[src/design/kseq_pkg.sv]
// Shared types and constants for the knock sequence recorder.
package kseq_pkg;

  typedef enum logic [1:0] {
    PH_IDLE,
    PH_LISTEN,
    PH_ALIGN,
    PH_EMIT
  } phase_t;

  // Configuration register indexes
  localparam logic [1:0] REG_THRESHOLD = 2'd0;
  localparam logic [1:0] REG_FADE      = 2'd1;
  localparam logic [1:0] REG_TIMEOUT   = 2'd2;

  localparam logic [11:0] THRESHOLD_RST = 12'd100;
  localparam logic [15:0] FADE_RST      = 16'd150;
  localparam logic [15:0] TIMEOUT_RST   = 16'd1200;

  // Controller to datapath
  typedef struct packed {
    logic       shift;
    logic       out_load;
    logic       out_last;
    logic       out_empty;
    logic [4:0] out_pos;
  } ctl_t;

endpackage

[src/design/kseq_cell.sv]
// One interval cell of the storage chain.
module kseq_cell #(
  parameter int W = 16
) (
  input  logic         clk,
  input  logic         shift,
  input  logic [W-1:0] d,
  output logic [W-1:0] q
);

  logic [W-1:0] val_r;

  always_ff @(posedge clk) begin
    if (shift) begin
      val_r <= d;
    end
  end

  assign q = val_r;

endmodule

[src/design/kseq_ctrl.sv]
// Sequence controller: tick timers, knock count and emission sequencing.
module kseq_ctrl #(
  parameter int MAX_KNOCKS    = 20,
  parameter int INTERVAL_BITS = 16
) (
  input  logic            clk,
  input  logic            rst_n,
  input  logic            in_acc,
  input  logic [11:0]     sample,
  input  logic [11:0]     threshold,
  input  logic [15:0]     fade_ticks,
  input  logic [15:0]     timeout_ticks,
  input  logic            out_busy,
  output kseq_pkg::ctl_t  ctl,
  output logic [15:0]     rec_val,
  output logic            in_stall
);

  localparam int CW = $clog2(MAX_KNOCKS + 1);
  localparam logic [CW-1:0] MAXK = CW'(MAX_KNOCKS);
  localparam logic [15:0] CAP = (INTERVAL_BITS < 16) ?
      16'((32'd1 << INTERVAL_BITS) - 32'd1) : 16'hFFFF;

  kseq_pkg::phase_t phase_r, phase_nxt;
  logic [15:0]   elapsed_r, elapsed_nxt;
  logic [15:0]   fade_r, fade_nxt;
  logic [CW-1:0] count_r, count_nxt;
  logic [CW-1:0] align_r, align_nxt;
  logic [CW-1:0] pos_r, pos_nxt;

  logic          knock;
  logic          start;
  logic          ticked;
  logic          rec;
  logic          seq_end;
  logic          emit_fire;
  logic          is_last;
  logic [15:0]   inc;
  logic [CW+4:0] pos_ext;

  assign knock = (sample >= threshold);
  assign inc   = (elapsed_r != 16'hFFFF) ? elapsed_r + 16'd1 : elapsed_r;
  assign rec_val = (inc > CAP) ? CAP : inc;
  assign start  = in_acc && (phase_r == kseq_pkg::PH_IDLE) && knock;
  assign ticked = start || (in_acc && (phase_r == kseq_pkg::PH_LISTEN));

  // Per-tick state update
  always_comb begin
    elapsed_nxt = elapsed_r;
    fade_nxt    = fade_r;
    count_nxt   = count_r;
    rec         = 1'b0;
    if (start) begin
      elapsed_nxt = '0;
      count_nxt   = '0;
      fade_nxt    = fade_ticks;
    end else if (in_acc && (phase_r == kseq_pkg::PH_LISTEN)) begin
      elapsed_nxt = inc;
      if (fade_r != 16'd0) begin
        fade_nxt = fade_r - 16'd1;
      end else if (knock && (count_r < MAXK)) begin
        rec         = 1'b1;
        count_nxt   = count_r + 1'b1;
        elapsed_nxt = '0;
        fade_nxt    = fade_ticks;
      end
    end
  end

  assign seq_end = ticked && (fade_nxt == 16'd0) &&
                   ((elapsed_nxt >= timeout_ticks) || (count_nxt >= MAXK));

  assign emit_fire = (phase_r == kseq_pkg::PH_EMIT) && !out_busy;
  assign is_last   = (count_r == '0) || (pos_r == count_r - 1'b1);

  // Next state
  always_comb begin
    phase_nxt = phase_r;
    case (phase_r)
      kseq_pkg::PH_IDLE: begin
        if (seq_end) begin
          phase_nxt = kseq_pkg::PH_EMIT;
        end else if (start) begin
          phase_nxt = kseq_pkg::PH_LISTEN;
        end
      end
      kseq_pkg::PH_LISTEN: begin
        if (seq_end) begin
          if ((count_nxt == '0) || (count_nxt == MAXK)) begin
            phase_nxt = kseq_pkg::PH_EMIT;
          end else begin
            phase_nxt = kseq_pkg::PH_ALIGN;
          end
        end
      end
      kseq_pkg::PH_ALIGN: begin
        if (align_r == CW'(1)) begin
          phase_nxt = kseq_pkg::PH_EMIT;
        end
      end
      kseq_pkg::PH_EMIT: begin
        if (emit_fire && is_last) begin
          phase_nxt = kseq_pkg::PH_IDLE;
        end
      end
      default: phase_nxt = kseq_pkg::PH_IDLE;
    endcase
  end

  // Counters for alignment and emission
  always_comb begin
    align_nxt = align_r;
    pos_nxt   = pos_r;
    case (phase_r)
      kseq_pkg::PH_LISTEN: begin
        align_nxt = MAXK - count_nxt;
        pos_nxt   = '0;
      end
      kseq_pkg::PH_ALIGN: begin
        align_nxt = align_r - 1'b1;
        pos_nxt   = '0;
      end
      kseq_pkg::PH_EMIT: begin
        if (emit_fire) begin
          pos_nxt = pos_r + 1'b1;
        end
      end
      default: pos_nxt = '0;
    endcase
  end

  // Outputs
  assign pos_ext = {5'd0, pos_r};

  always_comb begin
    ctl.shift     = rec;
    ctl.out_load  = 1'b0;
    ctl.out_last  = is_last;
    ctl.out_empty = (count_r == '0);
    ctl.out_pos   = pos_ext[4:0];
    in_stall      = 1'b0;
    case (phase_r)
      kseq_pkg::PH_ALIGN: begin
        ctl.shift = 1'b1;
        in_stall  = 1'b1;
      end
      kseq_pkg::PH_EMIT: begin
        ctl.shift    = emit_fire;
        ctl.out_load = emit_fire;
        in_stall     = 1'b1;
      end
      default: begin
        ctl.shift = rec;
      end
    endcase
  end

  always_ff @(posedge clk) begin
    if (!rst_n) begin
      phase_r   <= kseq_pkg::PH_IDLE;
      elapsed_r <= '0;
      fade_r    <= '0;
      count_r   <= '0;
      align_r   <= '0;
      pos_r     <= '0;
    end else begin
      phase_r   <= phase_nxt;
      elapsed_r <= elapsed_nxt;
      fade_r    <= fade_nxt;
      count_r   <= count_nxt;
      align_r   <= align_nxt;
      pos_r     <= pos_nxt;
    end
  end

endmodule

[src/design/knock_sequence_recorder.sv]
// Top level of the knock sequence recorder: config registers, cell chain, output register.
//
// Usage
//   Input channel (in_valid/in_stall/in_sample): one piezo word per millisecond tick.
//   A word is taken on a rising edge with in_valid high and in_stall low.
//   Result channel (out_valid/out_stall/out_*): one word per stored interval, in knock
//   order, out_last on the final word; a sequence with no knock after the first gives a
//   single word with out_empty_res set and out_interval zero.
//   Config channel (cfg_valid/cfg_ready/cfg_index/cfg_data): cfg_ready is always high;
//   index 0 threshold, 1 fade ticks, 2 timeout ticks. Write only while idle.
// Timing
//   The input does not stall while recording. When a tick ends a sequence the
//   input stalls: the cell chain first shifts MAX_KNOCKS - count times to bring the
//   first interval to cell 0 (one cell per cycle), then hands one word per cycle to
//   the output register while a held word does not stall it (out_stall). The input
//   reopens once the last word is in the register.
// Reset
//   rst_n low clears phase, timers and count; registers return to 100/150/1200.
//   out_stall holds the output register and pauses emission; the payload holds steady.
module knock_sequence_recorder #(
  parameter int MAX_KNOCKS    = 20,
  parameter int INTERVAL_BITS = 16
) (
  input  logic        clk,
  input  logic        rst_n,
  input  logic        in_valid,
  output logic        in_stall,
  input  logic [11:0] in_sample,
  output logic        out_valid,
  input  logic        out_stall,
  output logic [15:0] out_interval,
  output logic [4:0]  out_position,
  output logic        out_last,
  output logic        out_empty_res,
  input  logic        cfg_valid,
  output logic        cfg_ready,
  input  logic [1:0]  cfg_index,
  input  logic [15:0] cfg_data
);

  localparam int IB = INTERVAL_BITS;

  // Configuration registers
  logic [11:0] threshold_r;
  logic [15:0] fade_r;
  logic [15:0] timeout_r;

  assign cfg_ready = 1'b1;

  always_ff @(posedge clk) begin
    if (!rst_n) begin
      threshold_r <= kseq_pkg::THRESHOLD_RST;
      fade_r      <= kseq_pkg::FADE_RST;
      timeout_r   <= kseq_pkg::TIMEOUT_RST;
    end else if (cfg_valid && cfg_ready) begin
      case (cfg_index)
        kseq_pkg::REG_THRESHOLD: threshold_r <= cfg_data[11:0];
        kseq_pkg::REG_FADE:      fade_r      <= cfg_data;
        kseq_pkg::REG_TIMEOUT:   timeout_r   <= cfg_data;
        default: ;
      endcase
    end
  end

  // Controller
  kseq_pkg::ctl_t ctl;
  logic [15:0]    rec_val;
  logic           in_acc;
  logic           out_valid_r;

  assign in_acc = in_valid && !in_stall;

  kseq_ctrl #(
    .MAX_KNOCKS    (MAX_KNOCKS),
    .INTERVAL_BITS (INTERVAL_BITS)
  ) u_ctrl (
    .clk           (clk),
    .rst_n         (rst_n),
    .in_acc        (in_acc),
    .sample        (in_sample),
    .threshold     (threshold_r),
    .fade_ticks    (fade_r),
    .timeout_ticks (timeout_r),
    .out_busy      (out_valid_r && out_stall),
    .ctl           (ctl),
    .rec_val       (rec_val),
    .in_stall      (in_stall)
  );

  // Cell chain: new intervals enter at the tail, words leave from cell 0
  logic [IB+15:0] tail_ext;
  logic [IB-1:0]  cell_q [MAX_KNOCKS];

  assign tail_ext = {{IB{1'b0}}, rec_val};

  for (genvar i = 0; i < MAX_KNOCKS; i++) begin : g_cell
    logic [IB-1:0] d;
    if (i == MAX_KNOCKS - 1) begin : g_tail
      assign d = tail_ext[IB-1:0];
    end else begin : g_mid
      assign d = cell_q[i+1];
    end
    kseq_cell #(.W(IB)) u_cell (
      .clk   (clk),
      .shift (ctl.shift),
      .d     (d),
      .q     (cell_q[i])
    );
  end

  // Output register
  logic [IB+15:0] head_ext;
  logic [15:0]    interval_r;
  logic [4:0]     position_r;
  logic           last_r;
  logic           empty_r;

  assign head_ext = {16'd0, cell_q[0]};

  always_ff @(posedge clk) begin
    if (!rst_n) begin
      out_valid_r <= 1'b0;
    end else if (ctl.out_load) begin
      out_valid_r <= 1'b1;
    end else if (!out_stall) begin
      out_valid_r <= 1'b0;
    end
  end

  always_ff @(posedge clk) begin
    if (ctl.out_load) begin
      interval_r <= ctl.out_empty ? 16'd0 : head_ext[15:0];
      position_r <= ctl.out_pos;
      last_r     <= ctl.out_last;
      empty_r    <= ctl.out_empty;
    end
  end

  assign out_valid     = out_valid_r;
  assign out_interval  = interval_r;
  assign out_position  = position_r;
  assign out_last      = last_r;
  assign out_empty_res = empty_r;

endmodule

[config.mk]
export PLATFORM = sky130hd
export DESIGN_NAME = knock_sequence_recorder
export DESIGN_NICKNAME = d
export VERILOG_FILES = /design/src/design/kseq_pkg.sv /design/src/design/kseq_cell.sv /design/src/design/kseq_ctrl.sv /design/src/design/knock_sequence_recorder.sv
export SDC_FILE = /design/constraint.sdc
export NUM_CORES = 1
export LEC_CHECK = 0
export BUFFER_PORTS_ARGS = -buffer_cell sky130_fd_sc_hd__buf_4
export CORE_MARGIN = 10
export CORE_UTILIZATION = 45
export CTS_BUF_LIST = sky130_fd_sc_hd__clkbuf_2
export DETAILED_ROUTE_END_ITERATION = 7
export SLEW_MARGIN = 15
export SYNTH_ARGS = -nofsm -noshare
export SYNTH_HDL_FRONTEND = slang
export SYNTH_SLANG_ARGS = --single-unit
[constraint.sdc]
create_clock -name clk -period 12.25 [get_ports clk]
set_input_delay 2.45 -clock clk [delete_from_list [all_inputs] [get_ports clk]]
set_output_delay 2.45 -clock clk [all_outputs]
set_load 0.02 [all_outputs]
Word-level counts from Yosys, hierarchy flattened
Index checks and enable logic that the tools add are counted. W data, S select, Z words.

Add/sub/neg operators: 7. $mul: 0. Div/mod/pow operators: 0. Magnitude comparators: 5. Equal/unequal tests: 14. Shift operators: 0. Muxes and demuxes: 30. Bitwise gates (word level): 0. Reduce and logical (&&, ||, !) cells: 29.

Operators by type and width (count): $mux W16 (9); $mux W5 (4); $add A16 B1 Y16 const B (1); $ge A16 B16 Y1 (1); $gt A16 B16 Y1 const B (1); $logic_not A16 Y1 (1); $ne A16 B16 Y1 const B (1); $reduce_bool A16 Y1 (1); $sub A16 B1 Y16 const B (1); $ge A12 B12 Y1 (1); $add A5 B1 Y5 const B (2); $logic_and A1 B1 Y1 (10); $logic_not A5 Y1 (2); $mux W2 (5); $pmux W5 S2 (1); $sub A5 B1 Y5 const B (2); $mux W1 (9); $pmux W2 S4 (1); $reduce_and A2 Y1 (4); $eq A2 B2 Y1 const B (3); $ne A2 B1 Y1 const B (3); $eq A5 B1 Y1 const B (1); $eq A5 B5 Y1 (1); $eq A5 B5 Y1 const B (1); 13 further kinds (19).

Register bits: 437. Latch bits: 0. RAM bits: 0. ROM bits: 0. Input bits: 35. Word-level logic and storage cells: 119. Memories kept: 0.

Depth between registers and ports, before layout
Depth in word-level cells: 13. Gate-level depth with buffers: 22. Depth with buffers taken out: 20.

By module
Synthesis repeated with hierarchy kept, for this count alone.

Cell total of the unflattened synthesis: 1122. Area, all modules: 16585.9 µm².

By module, submodules not included: kseq_cell (times used 20, cells an instance 16, area each 480.5 µm², sequential area each 480.5 µm²); kseq_ctrl (times used 1, cells an instance 584, area each 4409.2 µm², sequential area each 980.9 µm²); knock_sequence_recorder (times used 1, cells an instance 218, area each 2567.5 µm², sequential area each 1591.5 µm²).

Worst setup path after synthesis
OpenSTA, ideal clock, no wires.

Path type: in2reg. Start: in in_sample[0]. End: reg g_cell[0].u_cell.val_r[0], enable pin. Arrival: 10696 ps. Data required time: 11567 ps. Setup slack: 871 ps. Cell stages on the path: 8. Cell sequence: inv_1 ha_1 nand2b_1 a2111oi_2 o31ai_2 o21ai_1 clkbuf_1 a211o_1.

RTL lines: from (decl) (RTL line knock_sequence_recorder.sv:28) `input logic [11:0] in_sample,`; to (signal assigned) (RTL line kseq_cell.sv:15) `val_r <= d;`; to (decl) (RTL line kseq_cell.sv:11) `logic [W-1:0] val_r;`.

Final worst setup path
Start: in in_sample[0]. End: reg u_ctrl.phase_r[0].

Cells in the longest elaborated chain, start to end: 11. Elaborated cells between the ends (all ways): 32. Those cells by class: order compare (3); eq/ne (3); mux (16); reduce/logical (10).

RTL lines: $ge A12 B12 Y1 * (RTL line kseq_ctrl.sv:41) `assign knock = (sample >= threshold);`; $logic_and A1 B1 Y1 (RTL line kseq_ctrl.sv:61) `end else if (knock && (count_r < MAXK)) begin`; $mux W16 or $mux W5 (tied branches) (RTL line kseq_ctrl.sv:61); $mux W16 or $mux W5 (tied branches) (RTL line kseq_ctrl.sv:59) `if (fade_r != 16'd0) begin`; $mux W16 or $mux W5 (tied branches) (RTL line kseq_ctrl.sv:57) `end else if (in_acc && (phase_r == kseq_pkg::PH_LISTEN)) begin`; $mux W16 or $mux W5 (tied branches) (RTL line kseq_ctrl.sv:53) `if (start) begin`; $ge A16 B16 Y1 (tied with other cells) (RTL line kseq_ctrl.sv:71) `((elapsed_nxt >= timeout_ticks) || (count_nxt >= MAXK));`; $logic_or A1 B1 Y1 (tied with other cells) (RTL line kseq_ctrl.sv:71); $logic_and A1 B1 Y1 or $mux W1 (tied branches) (RTL line kseq_ctrl.sv:70, kseq_ctrl.sv:89); $ne A3 B1 Y1 (no source line) (tied with other cells); $reduce_and A4 Y1 (no source line) or $pmux W2 S4 (tied branches); to (signal assigned) (RTL line kseq_ctrl.sv:160) `phase_r <= kseq_pkg::PH_IDLE;`; to (signal assigned) (RTL line kseq_ctrl.sv:167) `phase_r <= phase_nxt;`; to (decl) (RTL line kseq_ctrl.sv:24) `kseq_pkg::phase_t phase_r, phase_nxt;`.

Every way passes the cells marked *; elsewhere a longest branch is shown, timed or not. The select of a mux whose other input is x is not followed. A chain may end at the register's enable or synchronous reset.

==> summary.md <==
| Metric | Value |
|---|---|
| Status | `completed` |
| Pre-CTS WS | `4.80 ns` |
| Initial Util | `45.9%` |
| Post-Synthesis Net Count | `~1200` |
| Cts repair resizes | `0` |
| Setup Skew | `0.0630 ns` |
| Hold Path Class | `register to register` |
| Layout cells sized above 1 | `around a fifth` |
| Post-Syn Area | `16400 um^2` |
| Xor/xnor cell area share of the yosys netlist | `1.80%` |
| Synth cell types | `80` |
| WHS Path Cells | `0` |
| Clk sink count | `approximately 440` |
| Drt total wl | `around 30 mm` |
| Leakage Power | `6.68 nW` |
| Worst VDD drop | `0.000143 V` |
| Final period utilization | `between 50% and 60%` |
| Final core occ | `51.4%` |
| Via count of the routed design | `9469` |
| Slew HR | `31.5%` |
| Total CTS buffers | `106` |
| All-Layer GR Usage | `13.3%` |
| DRC | `0` |
| Max Clk Rate | `151 MHz` |
| Synth Area in Compound Gates | `8.03%` |
| Measured slew at the worst slew-check pin | `1.03 ns` |
| CTS Hold Buffers Added | `0` |
| Internal cell power | `2.78 mW` |
| Register share of total power | `between 50% and 60%` |
| Max-slew violations | `0` |
| RSZ-0062 raised after global routing | `false` |
| Number of synthesized flops with an enable pin | `343` |
| Clock Power Share | `22.3%` |
| Critical path arrival | `between 7 and 8 ns` |
| Die area | `~45000 um^2` |
| Commonest cells in the netlist | `edfxtp_1, nand2_1, dfxtp_1` |
| Synthesized-area fraction occupied by adder cells | `3.12%` |
| Min Tclk post-route | `approximately 6.6 ns` |
| Final ANT Viol Nets | `0` |
| Number of input and output port buffers inserted | `59` |
| Nets@finish | `1364` |
| TNS Setup | `0 ns` |
| Routed WL per cell | `roughly 16 um` |
| Initial antenna violation count | `2` |
| Psw | `1.27 mW` |
| Core Area | `35800 um^2` |
| Simple-Gate Fraction of Synth Area | `10.3%` |
| Synth top area share | `62.7%` |
| Leading area contributor after synthesis | `edfxtp_1` |
| IO Count | `61` |
| Clk slew on worst S/H paths | `0.09 ns` |
| Primary FF master, synth | `edfxtp_1` |
| Most common cell in the netlist | `edfxtp_1` |
| Kind of critical path | `input pin to register` |
| Initial DRC count | `550` |
| Synth Warn # | `0` |
| Sequential share of the synthesized area | `approximately three quarters` |
| Area of the multi-input gates | `3950 um^2` |
| PnR Total Power | `4.05 mW` |
| GP Congestion | `0.848` |
| Root Driver | `clkbuf_2` |
| First-pass GRT wire length | `47.3 mm` |
| DR pass1 iterations | `5` |
| Mux contribution to synthesized area | `0.556%` |
| Worst-path fanout max | `7` |
| Syn avg cell area | `14.4 um^2` |
| CTS tree | `done` |
| Switching part of the total | `a little under a third` |
| Die Ht | `211 um` |
| Final setup margin | `5.62 ns` |
| Register bit total from synthesis | `437` |
| Vias in the first global route | `9516` |
| Max-Cap Viols | `0` |
| Setup Buffers After CTS | `0` |
| CP Capture Type | `register` |
| Leading post-synthesis cells by cell area | `edfxtp_1, dfxtp_1, ha_1, nand2_1, a21oi_1` |
| Post-synth ARST share | `0%` |
| Via/cell ratio | `5.14` |
| Core Rows | `69` |
| Die span in x | `~210 um` |
| Worst Path Required | `13.10 ns` |
| Combinational Power Share | `21.3%` |
| Largest net degree at the start of global routing | `98` |
| Mapped Cells | `1144` |
| Critical path startpoint category | `input pin` |
| Final Hold Viols | `0` |
| P per Cell Area | `220 nW/um^2` |
| FF+latch area | `roughly 12000 um^2` |
| Reg2Reg Depth | `21` |
| Hold Slack | `0.394 ns` |
| HPWL Detailed | `18.8 mm` |
| Area grow syn2layout | `12.0%` |
| Clock Path Buffers | `3` |
| H-tree depth reported by CTS | `3` |
| # fillers | `3109` |
| GRT overflow | `0` |
| Clk_lat worst skew | `around 0.97 ns` |
| Final setup fails | `0` |
| Largest family of logic cells by synthesized area | `simple AND/OR/NAND/NOR gates` |
-- sequential cells by signal, summed over array words and instances (netlist names), 5 cells and up --
register          count
u_ctrl.pos_r          5
u_ctrl.fade_r        16
out_position          5
fade_r               16
threshold_r          12
g_cell.u_cell.q     320
u_ctrl.elapsed_r     16
timeout_r            16
u_ctrl.count_r        5
out_interval         16
u_ctrl.align_r        5
-- worst paths after layout --
kind | from | to | slack (ns)
min reg2reg | g_cell[16].u_cell.q[4] | g_cell[15].u_cell.q[4] | 0.39
min | g_cell[16].u_cell.q[4] | g_cell[15].u_cell.q[4] | 0.39
max | in_sample[0] | u_ctrl.phase_r[0] | 5.62
max reg2reg | threshold_r[11] | u_ctrl.phase_r[0] | 6.87
-- worst max-delay path: stages --
cell and delay (ns):
buf_4 0.08, inv_1 0.03, ha_1 0.27, nand2b_1 0.15, a2111oi_2 0.70, o31ai_2 0.27, nor2_1 0.28, nor2_1 0.09
nor2_1 0.38, nand2_1 0.11, o21a_1 0.20, ha_1 0.26, nand2b_1 0.14, a21o_1 0.17, a211oi_1 0.22, o21bai_1 0.10
a2111oi_0 0.79, o221ai_1 0.20, nor4b_4 0.19, o21a_1 0.20, o211a_1 0.20
-- stage by stage --
| step | std cells | cell area (um^2) |
|---|---|---|
| 2_1_floorplan | 1144 | 16400 |
| 6_report | 1841 | 18400 |
| 3_5_place_dp | 1641 | 17400 |
| 3_3_place_gp | 1641 | 17400 |
| 5_1_grt | 1840 | 18400 |
| 4_1_cts | 1838 | 18400 |
-- power groups by stage --
stage	registers, mW	logic (mW)	clock network [mW]
2_1_floorplan	2.47	0.620	0
3_3_place_gp	2.31	0.872	0
3_5_place_dp	2.33	0.872	0
4_1_cts	2.30	0.876	0.957
5_1_grt	2.33	0.965	1.04
6_report	2.29	0.863	0.904
-- routing by layer --
metal	vias to the layer above	part of all wire (%)	GRT usage, %
li1	4619	-	-
met1	4505	46	17.4
met2	279	45	19.7
met3	66	6.7	4.07
met4	0	2.6	6.52
met5	-	0	0
-- area by class of cell --
type                       count  share of cell area [%]
tap                          461                    3.13
antenna                        3                  0.0408
multi-input combinational    623                    21.4
timing repair buffer          73                    3.00
clock buffer                 167                    4.54
inverter                      47                   0.959
clock inverter                30                   0.687
sequential                   437                    66.2
-- cell families after synthesis --
| logic type | Yosys count |
|---|---|
| AOI/OAI and AO/OA | 195 |
| xor gates and xnor gates | 33 |
| adders and majority gates | 41 |
| buffers and inverters | 84 |
| DFF | 437 |
| muxes | 9 |
| other | 1 |
| and+or+nand+nor | 344 |
-- cell usage in the layout, fill, tap and decap left out, types with 5 or more instances in the layout --
| master | instances |
|---|---|
| inv_1 | 46 |
| nand2b_1 | 6 |
| nand4_1 | 8 |
| xnor2_1 | 14 |
| and3_1 | 6 |
| and2_1 | 20 |
| clkinv_1 | 22 |
| nor2_1 | 73 |
| a21oi_1 | 63 |
| xor2_1 | 18 |
| o21ai_0 | 19 |
| o21a_1 | 6 |
| clkbuf_2 | 167 |
| nand3_1 | 24 |
| nand3b_1 | 5 |
| a211oi_1 | 5 |
| o31ai_1 | 12 |
| ha_1 | 41 |
| a31oi_1 | 12 |
| edfxtp_1 | 343 |
| dfxtp_1 | 94 |
| nor4_1 | 6 |
| mux2i_1 | 8 |
| nor3_1 | 14 |
| o41ai_1 | 5 |
| a22oi_1 | 6 |
| buf_4 | 72 |
| nand2_1 | 132 |
| o21ai_1 | 5 |
| o211ai_1 | 10 |
| o2111ai_1 | 5 |
| nor2b_1 | 18 |
| a21o_1 | 8 |
Note: power is estimated with default switching activity, not from simulation.
